`src/sv/fds_pkg.sv`:
```
`timescale 1ns / 1ps
// Shared types and constants for the F-LOOK disk scheduler.
// No dependencies.
package fds_pkg;

   localparam int QUEUE_DEPTH = 32;
   localparam int TRACK_BITS  = 16;
   localparam int ID_BITS     = 16;
   localparam int SLOT_BITS   = (QUEUE_DEPTH > 1) ? $clog2(QUEUE_DEPTH) : 1;

   typedef enum logic {
      REQ_ADD   = 1'b0,
      REQ_ISSUE = 1'b1
   } req_kind_type;

   typedef enum logic [1:0] {
      RSP_ADDED   = 2'd0,
      RSP_ISSUED  = 2'd1,
      RSP_EMPTY   = 2'd2,
      RSP_DROPPED = 2'd3
   } rsp_status_type;

   typedef enum logic [3:0] {
      FSM_IDLE   = 4'b0001,
      FSM_SCAN   = 4'b0010,
      FSM_DRAIN  = 4'b0100,
      FSM_FINISH = 4'b1000
   } fsm_state_type;

   typedef struct packed {
      logic [TRACK_BITS-1:0] track;
      logic [ID_BITS-1:0]    id;
   } slot_entry_type;

   // controller -> picker
   typedef struct packed {
      logic                  clear;
      logic                  sample;
      logic                  dir_down;
      logic [TRACK_BITS-1:0] head;
      logic [SLOT_BITS-1:0]  slot;
   } pick_ctrl_type;

   // picker -> controller
   typedef struct packed {
      logic                  flip;
      logic [SLOT_BITS-1:0]  slot;
      logic [TRACK_BITS-1:0] track;
      logic [ID_BITS-1:0]    id;
   } pick_result_type;

endpackage

```
`src/sv/fds_req_if.sv`:
```
`timescale 1ns / 1ps
// Request channel: valid/ready handshake with add/issue payload.
// Depends on fds_pkg.
interface fds_req_if;
   logic                           valid;
   logic                           ready;
   logic                           req_type;
   logic [fds_pkg::TRACK_BITS-1:0] req_track;
   logic [fds_pkg::ID_BITS-1:0]    req_id;
   logic [fds_pkg::TRACK_BITS-1:0] head_track;

   modport source (output valid, req_type, req_track, req_id, head_track, input ready);
   modport sink   (input valid, req_type, req_track, req_id, head_track, output ready);
   modport monitor (input valid, ready, req_type, req_track, req_id, head_track);
endinterface

```
`src/sv/fds_rsp_if.sv`:
```
`timescale 1ns / 1ps
// Response channel: valid/ready handshake with status and issued request.
// Depends on fds_pkg.
interface fds_rsp_if;
   logic                           valid;
   logic                           ready;
   logic [1:0]                     status;
   logic [fds_pkg::TRACK_BITS-1:0] issued_track;
   logic [fds_pkg::ID_BITS-1:0]    issued_id;
   logic                           sweep_down;

   modport source (output valid, status, issued_track, issued_id, sweep_down, input ready);
   modport sink   (input valid, status, issued_track, issued_id, sweep_down, output ready);
   modport monitor (input valid, ready, status, issued_track, issued_id, sweep_down);
endinterface

```
`src/sv/fds_slot_ram.sv`:
```
`timescale 1ns / 1ps
// Slot store: track and id per slot, one write and one registered read port.
// Depends on fds_pkg.
module fds_slot_ram (
   input  logic                          clock,
   input  logic                          wr_en,
   input  logic [fds_pkg::SLOT_BITS-1:0] wr_addr,
   input  fds_pkg::slot_entry_type       wr_data,
   input  logic                          rd_en,
   input  logic [fds_pkg::SLOT_BITS-1:0] rd_addr,
   output fds_pkg::slot_entry_type       rd_data
);

   fds_pkg::slot_entry_type mem [fds_pkg::QUEUE_DEPTH];
   fds_pkg::slot_entry_type rd_data_ff;

   always_ff @(posedge clock) begin
      if (wr_en) begin
         mem[wr_addr] <= wr_data;
      end
      if (rd_en) begin
         rd_data_ff <= mem[rd_addr];
      end
   end

   assign rd_data = rd_data_ff;

endmodule

```
`src/sv/fds_pick.sv`:
```
`timescale 1ns / 1ps
// Nearest-request picker: keeps the best candidate in the current sweep
// direction and in the reversed one while the slots stream by. Depends on fds_pkg.
module fds_pick (
   input  logic                    clock,
   input  logic                    reset,
   input  fds_pkg::pick_ctrl_type  ctrl,
   input  fds_pkg::slot_entry_type data,
   output fds_pkg::pick_result_type result
);

   logic                           fwd_found_ff, fwd_found_in;
   logic                           rev_found_ff, rev_found_in;
   logic [fds_pkg::TRACK_BITS-1:0] fwd_dist_ff, fwd_dist_in, rev_dist_ff, rev_dist_in;
   logic [fds_pkg::SLOT_BITS-1:0]  fwd_slot_ff, fwd_slot_in, rev_slot_ff, rev_slot_in;
   fds_pkg::slot_entry_type        fwd_ent_ff, fwd_ent_in, rev_ent_ff, rev_ent_in;

   logic                           is_below, is_above;
   logic [fds_pkg::TRACK_BITS-1:0] dist_up, dist_down, fwd_d, rev_d;
   logic                           fwd_ok, rev_ok, fwd_better, rev_better;

   always_comb begin
      // a request on the head track counts as ahead in both directions
      is_below  = data.track <= ctrl.head;
      is_above  = data.track >= ctrl.head;
      dist_up   = data.track - ctrl.head;
      dist_down = ctrl.head - data.track;
      fwd_ok    = ctrl.dir_down ? is_below : is_above;
      rev_ok    = ctrl.dir_down ? is_above : is_below;
      fwd_d     = ctrl.dir_down ? dist_down : dist_up;
      rev_d     = ctrl.dir_down ? dist_up : dist_down;

      // strict compares keep the lowest slot on a full tie
      fwd_better = !fwd_found_ff || (fwd_d < fwd_dist_ff) ||
                   ((fwd_d == fwd_dist_ff) && (data.id < fwd_ent_ff.id));
      rev_better = !rev_found_ff || (rev_d < rev_dist_ff) ||
                   ((rev_d == rev_dist_ff) && (data.id < rev_ent_ff.id));

      fwd_found_in = fwd_found_ff;
      fwd_dist_in  = fwd_dist_ff;
      fwd_slot_in  = fwd_slot_ff;
      fwd_ent_in   = fwd_ent_ff;
      rev_found_in = rev_found_ff;
      rev_dist_in  = rev_dist_ff;
      rev_slot_in  = rev_slot_ff;
      rev_ent_in   = rev_ent_ff;

      if (ctrl.clear) begin
         fwd_found_in = 1'b0;
         rev_found_in = 1'b0;
      end else if (ctrl.sample) begin
         if (fwd_ok && fwd_better) begin
            fwd_found_in = 1'b1;
            fwd_dist_in  = fwd_d;
            fwd_slot_in  = ctrl.slot;
            fwd_ent_in   = data;
         end
         if (rev_ok && rev_better) begin
            rev_found_in = 1'b1;
            rev_dist_in  = rev_d;
            rev_slot_in  = ctrl.slot;
            rev_ent_in   = data;
         end
      end
   end

   always_ff @(posedge clock) begin
      if (reset) begin
         fwd_found_ff <= 1'b0;
         rev_found_ff <= 1'b0;
      end else begin
         fwd_found_ff <= fwd_found_in;
         rev_found_ff <= rev_found_in;
      end
      fwd_dist_ff <= fwd_dist_in;
      fwd_slot_ff <= fwd_slot_in;
      fwd_ent_ff  <= fwd_ent_in;
      rev_dist_ff <= rev_dist_in;
      rev_slot_ff <= rev_slot_in;
      rev_ent_ff  <= rev_ent_in;
   end

   // nothing ahead in the current direction: sweep reverses
   always_comb begin
      result.flip  = !fwd_found_ff;
      result.slot  = fwd_found_ff ? fwd_slot_ff : rev_slot_ff;
      result.track = fwd_found_ff ? fwd_ent_ff.track : rev_ent_ff.track;
      result.id    = fwd_found_ff ? fwd_ent_ff.id : rev_ent_ff.id;
   end

endmodule

```
`src/sv/flook_disk_scheduler_unit.sv`:
```
`timescale 1ns / 1ps
// F-LOOK disk request scheduler, top level: slot bookkeeping and scan control.
// Depends on fds_pkg, fds_req_if, fds_rsp_if, fds_slot_ram, fds_pick.
//
//   channel   dir  handshake     payload
//   req_chan  in   valid/ready   req_type, req_track, req_id, head_track
//   rsp_chan  out  valid/ready   status, issued_track, issued_id, sweep_down
//
// An add's response is registered at the accepting edge.
// An issue is answered after a scan: the scan state reads the slot RAM once per slot,
// the drain state takes the last read data, and the finish state retires the chosen slot.
// The block then returns to idle, where the next beat can be taken.
// An issue on an empty store is answered at the accepting edge.
// Synchronous reset clears valid bits, set bits, sweep direction and handshake.
// A new beat is taken when idle and the response register is empty or draining.
module flook_disk_scheduler_unit (
   input logic        clock,
   input logic        reset,
   fds_req_if.sink    req_chan,
   fds_rsp_if.source  rsp_chan
);

   localparam logic [fds_pkg::SLOT_BITS-1:0] LastSlot =
      fds_pkg::SLOT_BITS'(fds_pkg::QUEUE_DEPTH - 1);

   fds_pkg::fsm_state_type state_ff, state_in;

   logic [fds_pkg::QUEUE_DEPTH-1:0] valid_ff, valid_in;
   logic [fds_pkg::QUEUE_DEPTH-1:0] set_ff, set_in;
   logic                            active_ff, active_in;
   logic                            dir_ff, dir_in;
   logic [fds_pkg::TRACK_BITS-1:0]  head_ff, head_in;
   logic [fds_pkg::SLOT_BITS-1:0]   addr_ff, addr_in;
   logic                            rd_vld_ff, rd_vld_in;
   logic [fds_pkg::SLOT_BITS-1:0]   rd_slot_ff, rd_slot_in;

   logic                            rsp_valid_ff, rsp_valid_in;
   logic [1:0]                      rsp_status_ff, rsp_status_in;
   logic [fds_pkg::TRACK_BITS-1:0]  rsp_track_ff, rsp_track_in;
   logic [fds_pkg::ID_BITS-1:0]     rsp_id_ff, rsp_id_in;
   logic                            rsp_dir_ff, rsp_dir_in;

   logic [fds_pkg::QUEUE_DEPTH-1:0] act_mask;
   logic                            any_valid, any_active;
   logic                            free_hit;
   logic [fds_pkg::SLOT_BITS-1:0]   free_idx;
   logic                            accept;
   logic                            scan_start;

   logic                            wr_en, rd_en;
   fds_pkg::slot_entry_type         wr_data, rd_data;
   fds_pkg::pick_ctrl_type          pick_ctrl;
   fds_pkg::pick_result_type        pick_res;

   assign act_mask   = valid_ff & ~(set_ff ^ {fds_pkg::QUEUE_DEPTH{active_ff}});
   assign any_valid  = |valid_ff;
   assign any_active = |act_mask;

   // lowest free slot
   always_comb begin
      free_hit = 1'b0;
      free_idx = '0;
      for (int i = fds_pkg::QUEUE_DEPTH - 1; i >= 0; i--) begin
         if (!valid_ff[i]) begin
            free_hit = 1'b1;
            free_idx = fds_pkg::SLOT_BITS'(i);
         end
      end
   end

   assign req_chan.ready = (state_ff == fds_pkg::FSM_IDLE) &&
                           (!rsp_valid_ff || rsp_chan.ready);
   assign accept = req_chan.valid && req_chan.ready;

   always_comb begin
      state_in      = state_ff;
      valid_in      = valid_ff;
      set_in        = set_ff;
      active_in     = active_ff;
      dir_in        = dir_ff;
      head_in       = head_ff;
      addr_in       = addr_ff;
      rd_vld_in     = 1'b0;
      rd_slot_in    = addr_ff;
      rsp_valid_in  = rsp_valid_ff && !rsp_chan.ready;
      rsp_status_in = rsp_status_ff;
      rsp_track_in  = rsp_track_ff;
      rsp_id_in     = rsp_id_ff;
      rsp_dir_in    = rsp_dir_ff;
      wr_en         = 1'b0;
      rd_en         = 1'b0;
      wr_data.track = req_chan.req_track;
      wr_data.id    = req_chan.req_id;
      scan_start    = 1'b0;

      unique case (state_ff)
         fds_pkg::FSM_IDLE: begin
            if (accept) begin
               rsp_track_in = '0;
               rsp_id_in    = '0;
               rsp_dir_in   = dir_ff;
               if (req_chan.req_type == fds_pkg::REQ_ADD) begin
                  rsp_valid_in = 1'b1;
                  if (free_hit) begin
                     wr_en              = 1'b1;
                     valid_in[free_idx] = 1'b1;
                     set_in[free_idx]   = !active_ff;
                     rsp_status_in      = fds_pkg::RSP_ADDED;
                  end else begin
                     rsp_status_in = fds_pkg::RSP_DROPPED;
                  end
               end else if (!any_valid) begin
                  rsp_valid_in  = 1'b1;
                  rsp_status_in = fds_pkg::RSP_EMPTY;
               end else begin
                  // empty active set: pending becomes active
                  active_in       = any_active ? active_ff : !active_ff;
                  head_in         = req_chan.head_track;
                  addr_in         = '0;
                  scan_start      = 1'b1;
                  state_in        = fds_pkg::FSM_SCAN;
               end
            end
         end
         fds_pkg::FSM_SCAN: begin
            rd_en      = 1'b1;
            rd_vld_in  = 1'b1;
            rd_slot_in = addr_ff;
            if (addr_ff == LastSlot) begin
               state_in = fds_pkg::FSM_DRAIN;
            end else begin
               addr_in = addr_ff + 1'b1;
            end
         end
         fds_pkg::FSM_DRAIN: begin
            state_in = fds_pkg::FSM_FINISH;
         end
         fds_pkg::FSM_FINISH: begin
            dir_in                 = dir_ff ^ pick_res.flip;
            valid_in[pick_res.slot] = 1'b0;
            rsp_valid_in           = 1'b1;
            rsp_status_in          = fds_pkg::RSP_ISSUED;
            rsp_track_in           = pick_res.track;
            rsp_id_in              = pick_res.id;
            rsp_dir_in             = dir_ff ^ pick_res.flip;
            state_in               = fds_pkg::FSM_IDLE;
         end
         default: begin
            state_in = fds_pkg::FSM_IDLE;
         end
      endcase
   end

   always_comb begin
      pick_ctrl.clear    = scan_start;
      pick_ctrl.sample   = rd_vld_ff && act_mask[rd_slot_ff];
      pick_ctrl.dir_down = dir_ff;
      pick_ctrl.head     = head_ff;
      pick_ctrl.slot     = rd_slot_ff;
   end

   always_ff @(posedge clock) begin
      if (reset) begin
         state_ff     <= fds_pkg::FSM_IDLE;
         valid_ff     <= '0;
         set_ff       <= '0;
         active_ff    <= 1'b0;
         dir_ff       <= 1'b0;
         rd_vld_ff    <= 1'b0;
         rsp_valid_ff <= 1'b0;
      end else begin
         state_ff     <= state_in;
         valid_ff     <= valid_in;
         set_ff       <= set_in;
         active_ff    <= active_in;
         dir_ff       <= dir_in;
         rd_vld_ff    <= rd_vld_in;
         rsp_valid_ff <= rsp_valid_in;
      end
      head_ff       <= head_in;
      addr_ff       <= addr_in;
      rd_slot_ff    <= rd_slot_in;
      rsp_status_ff <= rsp_status_in;
      rsp_track_ff  <= rsp_track_in;
      rsp_id_ff     <= rsp_id_in;
      rsp_dir_ff    <= rsp_dir_in;
   end

   // writes happen only on an idle add, reads only during a scan: no overlap
   fds_slot_ram u_ram (
      .clock   (clock),
      .wr_en   (wr_en),
      .wr_addr (free_idx),
      .wr_data (wr_data),
      .rd_en   (rd_en),
      .rd_addr (addr_ff),
      .rd_data (rd_data)
   );

   fds_pick u_pick (
      .clock  (clock),
      .reset  (reset),
      .ctrl   (pick_ctrl),
      .data   (rd_data),
      .result (pick_res)
   );

   assign rsp_chan.valid        = rsp_valid_ff;
   assign rsp_chan.status       = rsp_status_ff;
   assign rsp_chan.issued_track = rsp_track_ff;
   assign rsp_chan.issued_id    = rsp_id_ff;
   assign rsp_chan.sweep_down   = rsp_dir_ff;

endmodule

```
`src/flat_wrapper.sv`:
```
// flat-port wrapper written by rule: the top's interface ports become plain ports
module flook_disk_scheduler_unit_flat 
  (clock, reset, req_chan_valid, req_chan_req_type, req_chan_req_track, req_chan_req_id, req_chan_head_track, req_chan_ready, rsp_chan_valid, rsp_chan_status, rsp_chan_issued_track, rsp_chan_issued_id, rsp_chan_sweep_down, rsp_chan_ready);
  fds_req_if req_chan_i ();
  fds_rsp_if rsp_chan_i ();
  input logic clock;
  input logic reset;
  input wire logic [$bits(req_chan_i.valid)-1:0] req_chan_valid;
  input wire logic [$bits(req_chan_i.req_type)-1:0] req_chan_req_type;
  input wire logic [$bits(req_chan_i.req_track)-1:0] req_chan_req_track;
  input wire logic [$bits(req_chan_i.req_id)-1:0] req_chan_req_id;
  input wire logic [$bits(req_chan_i.head_track)-1:0] req_chan_head_track;
  output wire logic [$bits(req_chan_i.ready)-1:0] req_chan_ready;
  output wire logic [$bits(rsp_chan_i.valid)-1:0] rsp_chan_valid;
  output wire logic [$bits(rsp_chan_i.status)-1:0] rsp_chan_status;
  output wire logic [$bits(rsp_chan_i.issued_track)-1:0] rsp_chan_issued_track;
  output wire logic [$bits(rsp_chan_i.issued_id)-1:0] rsp_chan_issued_id;
  output wire logic [$bits(rsp_chan_i.sweep_down)-1:0] rsp_chan_sweep_down;
  input wire logic [$bits(rsp_chan_i.ready)-1:0] rsp_chan_ready;
  assign req_chan_i.valid = req_chan_valid;
  assign req_chan_i.req_type = req_chan_req_type;
  assign req_chan_i.req_track = req_chan_req_track;
  assign req_chan_i.req_id = req_chan_req_id;
  assign req_chan_i.head_track = req_chan_head_track;
  assign req_chan_ready = req_chan_i.ready;
  assign rsp_chan_valid = rsp_chan_i.valid;
  assign rsp_chan_status = rsp_chan_i.status;
  assign rsp_chan_issued_track = rsp_chan_i.issued_track;
  assign rsp_chan_issued_id = rsp_chan_i.issued_id;
  assign rsp_chan_sweep_down = rsp_chan_i.sweep_down;
  assign rsp_chan_i.ready = rsp_chan_ready;
  flook_disk_scheduler_unit u_core (.clock(clock), .reset(reset), .req_chan(req_chan_i), .rsp_chan(rsp_chan_i));
endmodule
```
`config.mk`:
```
export PLATFORM = sky130hd
export DESIGN_NAME = flook_disk_scheduler_unit_flat
export DESIGN_NICKNAME = d
export VERILOG_FILES = /design/src/sv/fds_pkg.sv /design/src/sv/fds_req_if.sv /design/src/sv/fds_rsp_if.sv /design/src/sv/fds_slot_ram.sv /design/src/sv/fds_pick.sv /design/src/sv/flook_disk_scheduler_unit.sv /design/src/flat_wrapper.sv
export SDC_FILE = /design/constraint.sdc
export NUM_CORES = 2
export LEC_CHECK = 0
export ABC_CLOCK_PERIOD_IN_PS = 7000
export BUFFER_PORTS_ARGS = -buffer_cell sky130_fd_sc_hd__buf_2
export CORE_UTILIZATION = 35
export DETAILED_ROUTE_END_ITERATION = 10
export SLEW_MARGIN = 20
export SYNTH_ARGS = -nofsm -noshare
export SYNTH_HDL_FRONTEND = slang
export SYNTH_HIERARCHICAL = 1
export SYNTH_SLANG_ARGS = --single-unit
```
`constraint.sdc`:
```
create_clock -name clock -period 7 [get_ports clock]
set_input_delay 1.05 -clock clock [delete_from_list [all_inputs] [get_ports clock]]
set_output_delay 1.05 -clock clock [all_outputs]
set_load 0.1 [all_outputs]
```
# --- Word level (Yosys, flattened, before mapping) ---
# Memories as Yosys holds them, arrays and structs flattened. A register that Yosys moved wholly into a read port is not among the register bits.
# Cells that the tools add are included.
totals:
  regBits: 241
  ram_bits: 1024
  input_bits: 53
  output_inout_bits: 37
  n_memories: 1
op_classes:
  n_addsub: 3
  magnitude_cmp: 11
  n_eq_ne: 15
  n_mux: 117
  n_bitwise: 10
  reduce_logical: 37
mem_list:
  columns: ["memory", "words", "width", "rd", "rd_clocked_by_memory_dff", "write_ports", "line", "rtl"]
  rows:
  - ["u_core.u_ram.mem", 32, 32, 1, 1, 1, "fds_slot_ram.sv:14", "fds_pkg::slot_entry_type mem [fds_pkg::QUEUE_DEPTH];"]
op_table:
  columns: ["operator", "n"]
  rows:
  - ["$mux 5", 37]
  - ["$mux 32", 3]
  - ["$mux 16", 5]
  - ["$and 32x32->32", 2]
  - ["$lt 16x16->1", 4]
  - ["$not 32->32", 2]
  - ["$pmux 16 s2", 2]
  - ["$pmux 32 s2", 1]
  - ["$reduce_or 32->1", 2]
  - ["$mux 1", 52]
  - ["$bwmux 32", 1]
  - ["$eq 16x16->1", 2]
  - ["$or 32x32->32", 1]
  - ["$sub 16x16->16", 2]
  - ["$xor 32x32->32", 1]
  - ["$lt 5x6->1 const B", 3]
  - ["$ge 16x16->1", 1]
  - ["$le 16x16->1", 1]
  - ["$mux 4", 4]
  - ["$reduce_and 4->1", 4]
  - ["$pmux 4 s3", 1]
  - ["$demux 1 s5", 2]
  - ["$ge 5x1->1 const B", 2]
  - ["$logic_and 1x1->1", 10]
  - ["other kinds (23)", 48]

# --- Longest topological paths before layout ---
logic_depth:
  word_depth: 41
  mapped_depth: 17
  mapped_depth_nobuf: 17

# --- By module ---
# Netlist, hierarchy kept.
by_module_without_submodules:
  columns: ["module", "instances", "cells_per_inst", "area_each_um2"]
  rows:
  - ["fds_slot_ram", 1, 2260, 40811.6]
  - ["fds_pick", 1, 687, 7318.3]
  - ["flook_disk_scheduler_unit", 1, 746, 7041.8]

# --- Least setup slack after synthesis ---
# No wires, ideal clock.
synth_path:
  kind: "register to register"
  from: "register u_core/u_ram/rd_data[16] (netlist name)"
  to: "register u_core/u_pick/fwd_dist_ff[0] in the netlist's numbering, enable pin"
  arrival_ns: 5.208
  setup_slack_ns: 1.351
  stages_incl_launch_ff: 18
  n_path_buf: 0
  cell_sequence: "edfxtp_1 inv_1 ha_1 inv_1 fa_1 a21o_1 a221o_1 a21o_1 a21oi_1 xnor2_1 mux2_2 ha_1 nand4_1 nor4_1 nand3_1 a21oi_1 o31ai_1 a2111oi_4"
synth_between:
  elab_chain_cells: 7
  elab_cells_between_ends: 13
  classes_between: "add/sub (2); order compare (3); eq/ne (1); mux (2); reduce/logical (5)"
synth_rtl:
  columns: ["item", "line", "rtl"]
  rows:
  - ["$sub 16x16->16 (on tied branches)", "fds_pick.sv:26, fds_pick.sv:27", null]
  - ["$mux 16 (*)", "fds_pick.sv:30", "fwd_d = ctrl.dir_down ? dist_down : dist_up;"]
  - ["net u_core.u_pick.fwd_d, one bit", "fds_pick.sv:19", "logic [fds_pkg::TRACK_BITS-1:0] dist_up, dist_down, fwd_d, rev_d;"]
  - ["$lt 16x16->1 or $eq 16x16->1 (tied branches)", "fds_pick.sv:34, fds_pick.sv:35", null]
  - ["$logic_or 1x1->1 or $logic_and 1x1->1 (tied branches)", "fds_pick.sv:34, fds_pick.sv:35", null]
  - ["$logic_or 1x1->1 (*)", "fds_pick.sv:34", "fwd_better = !fwd_found_ff || (fwd_d < fwd_dist_ff) ||"]
  - ["$logic_and 1x1->1 (*)", "fds_pick.sv:52", "if (fwd_ok && fwd_better) begin"]
  - ["$reduce_and 3->1 (no line) (*)", null, null]
  - ["to (signal assigned)", "fds_pick.sv:75", "fwd_dist_ff <= fwd_dist_in;"]
  - ["to (decl)", "fds_pick.sv:14", "logic [fds_pkg::TRACK_BITS-1:0] fwd_dist_ff, fwd_dist_in, rev_dist_ff, rev_dist_in;"]
# Mark *: on every way through the listed nets, which the timed path passes. The rest lies on a longest branch.
# A chain may end at the register's enable or synchronous reset.

# --- Final worst setup path ---
layout_path:
  from: "register u_core/head_ff[1] in the netlist's numbering"
  to: "register u_core/u_pick/rev_ent_ff[25] in the netlist's numbering, enable pin"
layout_between:
  elab_chain_cells: 7
  elab_cells_between_ends: 13
  classes_between: "add/sub (2); order compare (3); eq/ne (1); mux (2); reduce/logical (5)"
layout_rtl:
  columns: ["item", "line", "rtl"]
  rows:
  - ["from (decl)", "flook_disk_scheduler_unit.sv:32", "logic [fds_pkg::TRACK_BITS-1:0] head_ff, head_in;"]
  - ["from (signal assigned)", "flook_disk_scheduler_unit.sv:180", "head_ff <= head_in;"]
  - ["$sub 16x16->16 (on tied branches)", "fds_pick.sv:27, fds_pick.sv:26", null]
  - ["$mux 16 (*)", "fds_pick.sv:31", "rev_d = ctrl.dir_down ? dist_up : dist_down;"]
  - ["net u_core.u_pick.rev_d, one bit", "fds_pick.sv:19", null]
  - ["$lt 16x16->1 or $eq 16x16->1 (tied branches)", "fds_pick.sv:36, fds_pick.sv:37", null]
  - ["$logic_or 1x1->1 or $logic_and 1x1->1 (tied branches)", "fds_pick.sv:36, fds_pick.sv:37", null]
  - ["$logic_or 1x1->1 (*)", "fds_pick.sv:36", "rev_better = !rev_found_ff || (rev_d < rev_dist_ff) ||"]
  - ["$logic_and 1x1->1 (*)", "fds_pick.sv:58", "if (rev_ok && rev_better) begin"]
  - ["$reduce_and 3->1 (no line) (*)", null, null]
  - ["to (signal assigned)", "fds_pick.sv:80", "rev_ent_ff <= rev_ent_in;"]
  - ["to (decl)", "fds_pick.sv:16", "fds_pkg::slot_entry_type fwd_ent_ff, fwd_ent_in, rev_ent_ff, rev_ent_in;"]
# Marks and branches as above.

==> reports/summary.txt <==
1st-pass router iterations: 6
EDFF count, synth: 1218
I/O pin cnt: 90
number of CTS-inserted buffers: 139
Clock Tree Buf Depth: 3
Comb pwr share: 3.5%
Slew headroom: 20.7%
critical path launch point type: flip-flop
I/O Buffers: 89
syn_nets: 3843
layout net count: 3943
Syn Area/Cell: 14.9 um^2
worst skew pair latency: 0.78 ns
RSZ-0062 raised after global routing: false
Antenna Nets Post-Route: 0
Most used DFF post-synth: edfxtp_1
via count: 32000
most common cell in the netlist: edfxtp_1
Max VDD drop: 0.254 mV
vias in the first global route: 31200
Core Footprint: 156000 um^2
CTS clk-pin slew, worst paths: 0.06 ns
clock power share: 43.4%
largest net degree at the start of global routing: 126
Register Area: 38200 um^2
share of layout cells above drive strength 1: 11.6%
CTS tree: done
Num Clock Sinks: 1297
die height: 399 um
Post-Syn Area: 55200 um^2
post-synth cell types: 89
status: finished, final reports clean
area of the multi-input gates: 15700 um^2
Pint: 12.6 mW
crit-path max FO: 33
Residual DRC: 0
GP Congestion: 0.892
fill count: 14400
final worst path period need: 5.20 ns
worst reg-to-reg setup slack: 1.80 ns
Leak Pwr: 21.9 nW
Fin Clk Skew: 0.0380 ns
most common library cells after synthesis: 1218 x edfxtp_1, 556 x mux2i_1, 199 x nand2_1, 178 x a21oi_1, 149 x nand3_1
Reg power frac: 53.0%
worst hold stages: 1
postcts setup bufs: 0
crit share post-route: 74.2%
worst hold path class: input pin to flip-flop
max-cap violation count: 0
cell count after placement: 5709
Crit. End Element: flip-flop
Sw Ratio: 21.9%
Synth Warn #: 6
Layout Cells excl Fill: 5961
Final HPWL DP: 86.2 mm
crit path kind: flip-flop to flip-flop
WL final: 142 mm
# rows: 145
Detailed Route Iter0 Violations: 2652
routed vias/inst: 5.37
Die W: 399 um
first-pass GRT wire length: 207 mm
Congestion Overflow GR: 0
Seq/Total Area, Yosys: 69.2%
Tightest Pin Transition: 1.19 ns
hold buffers post-CTS: 0
reg-to-reg endpoint: u_core/u_pick/rev_ent_ff[25]
initial core utilization: 35.3%
Synth Register Bits: 1297
Resized Gates After CTS: 0
Avg WL per Cell: 23.8 um
Synth area leader: edfxtp_1
CTS HTree Levels: 4
setup violators final: 0
Hold EP: u_core/head_ff[5]
top-area cell type share of the netlist area: 66.3%
Worst Reg-to-Reg Cells: 16
Setup TNS: 0 ns
worst reg2reg path startpoint: u_core/head_ff[1]
Area Growth Syn to Fin: 13.1%
Die Area: 159000 um^2
net switching power: 3.51 mW
Critical Path AT: 5.58 ns
async set or reset register ratio after synthesis: 0%
Fmax: 192 MHz
final hold vios: 0
clock root buffer: clkbuf_16
min-delay src: req_chan_head_track[5]
gr usage total: 17.6%
Pins Over Slew Limit: 0
Gate Count Post-Synth: 3693
synth top area cells: edfxtp_1 66%, mux2i_1 10%, dfxtp_1 2.9%
critical path required time: 7.38 ns
pwr dens: 257 nW/um^2
initial antenna violation count: 15
-- sequential cells by signal, indices dropped and copies added, names as in the netlist, 4 cells and up --
signal and count:
u_core/u_pick/fwd_dist_ff 16, u_core/u_pick/rev_slot_ff 5, u_core/u_ram/mem 1024, u_core/valid_ff 32, u_core/u_pick/fwd_slot_ff 5, u_core/head_ff 16, u_core/addr_ff 5, u_core/rd_slot_ff 5
u_core/u_pick/rev_ent_ff 32, u_core/set_ff 32, u_core/u_ram/rd_data 32, u_core/u_pick/rev_dist_ff 16, u_core/rsp_chan.issued_id 16, u_core/state_ff 4, u_core/rsp_chan.issued_track 16, u_core/u_pick/fwd_ent_ff 32
-- through the flow --
stage / cell area, um^2 / setup slack [ns] / hold WS [ns] / util (%) / power [mW]
global placement: 58000 / 1.81 / 0.477 / 37.1 / 9.24
CTS: 62400 / 1.78 / 0.410 / 39.9 / 16.2
finish: 62400 / 1.80 / 0.469 / 39.9 / 16.1
floorplan: 55200 / 1.35 / 0.420 / - / 9.01
detailed placement: 58000 / 1.79 / 0.488 / 37.1 / 9.25
global route: 62400 / 1.38 / 0.441 / 39.9 / 16.5
-- cells in the final DEF, fill, tap and decap left out, drive strengths merged, types with 64 or more instances in the layout --
cell type and count:
a21oi 178, a22o 64, a22oi 100, buf 163, clkbuf 184, dfxtp 79, edfxtp 1218, ha 95
inv 125, mux2i 556, nand2 201, nand3 149, nor2 81, o21ai 91
-- worst max-delay path by stage --
stage,startpoint,to,slack (ns)
floorplan,u_core/u_ram/rd_data[16],u_core/u_pick/fwd_dist_ff[0],1.35
global placement,u_core/u_ram/rd_data[26],u_core/u_pick/rev_ent_ff[26],1.81
detailed placement,u_core/u_ram/rd_data[23],u_core/u_pick/rev_ent_ff[26],1.79
CTS,u_core/u_ram/rd_data[23],u_core/u_pick/rev_ent_ff[25],1.78
global route,u_core/head_ff[1],u_core/u_pick/rev_slot_ff[2],1.38
finish,u_core/head_ff[1],u_core/u_pick/rev_ent_ff[25],1.80
-- logic make-up (layout without fill, tap and decap cells) --
family / count (synthesis) / after routing / synth area share, %
XOR/XNOR: 33 / 33 / 0.524
AO/OA/AOI/OAI: 621 / 621 / 7.55
flip-flops: 1297 / 1297 / 69.2
multiplexers: 588 / 588 / 10.9
other: 0 / 2 / 0
adder cells (fa/ha/maj): 97 / 97 / 2.23
AND/OR/NAND/NOR: 730 / 730 / 6.86
buffers and inverters: 327 / 535 / 2.82
-- routing by layer --
metal	global-route usage, %	share of wire, %	up-vias	wire length (um)
met5	0	0.063	-	89
met4	6.04	3.0	14	4240
met3	3.36	6.1	250	8570
met2	27.3	46	986	65000
met1	24.6	45	16300	63800
li1	-	-	14400	-
-- power groups by stage --
stage | logic [mW] | clock network [mW] | registers, mW
finish | 0.566 | 6.98 | 8.52
global route | 0.602 | 7.42 | 8.52
CTS | 0.564 | 7.14 | 8.52
detailed placement | 0.563 | 0 | 8.69
global placement | 0.558 | 0 | 8.69
floorplan | 0.236 | 0 | 8.77
-- layout make-up --
cell class,instances,share of cell area (%)
Antenna cell,2,0.00802
Clock buffer,184,5.95
Clock inverter,65,0.980
Inverter,123,0.740
Multi-Input combinational cell,2069,25.2
Sequential cell,1297,61.1
Tap cell,2058,4.13
Timing Repair Buffer,163,1.82
-- critical path, cell delays in order (launching register included) --
cell and delay (ns):
edfxtp_1 0.44, inv_1 0.13, ha_1 0.26, nor2b_1 0.15, o31a_1 0.27, o41a_1 0.46, a2111oi_0 0.48, a211oi_1 0.12
xor2_1 0.23, ha_1 0.28, a21o_1 0.16, a21o_1 0.17, a21oi_1 0.15, a31oi_1 0.10, o31ai_1 0.20, o2111a_2 0.65
buf_4 0.54
Note: power is estimated with default switching activity, not from simulation.
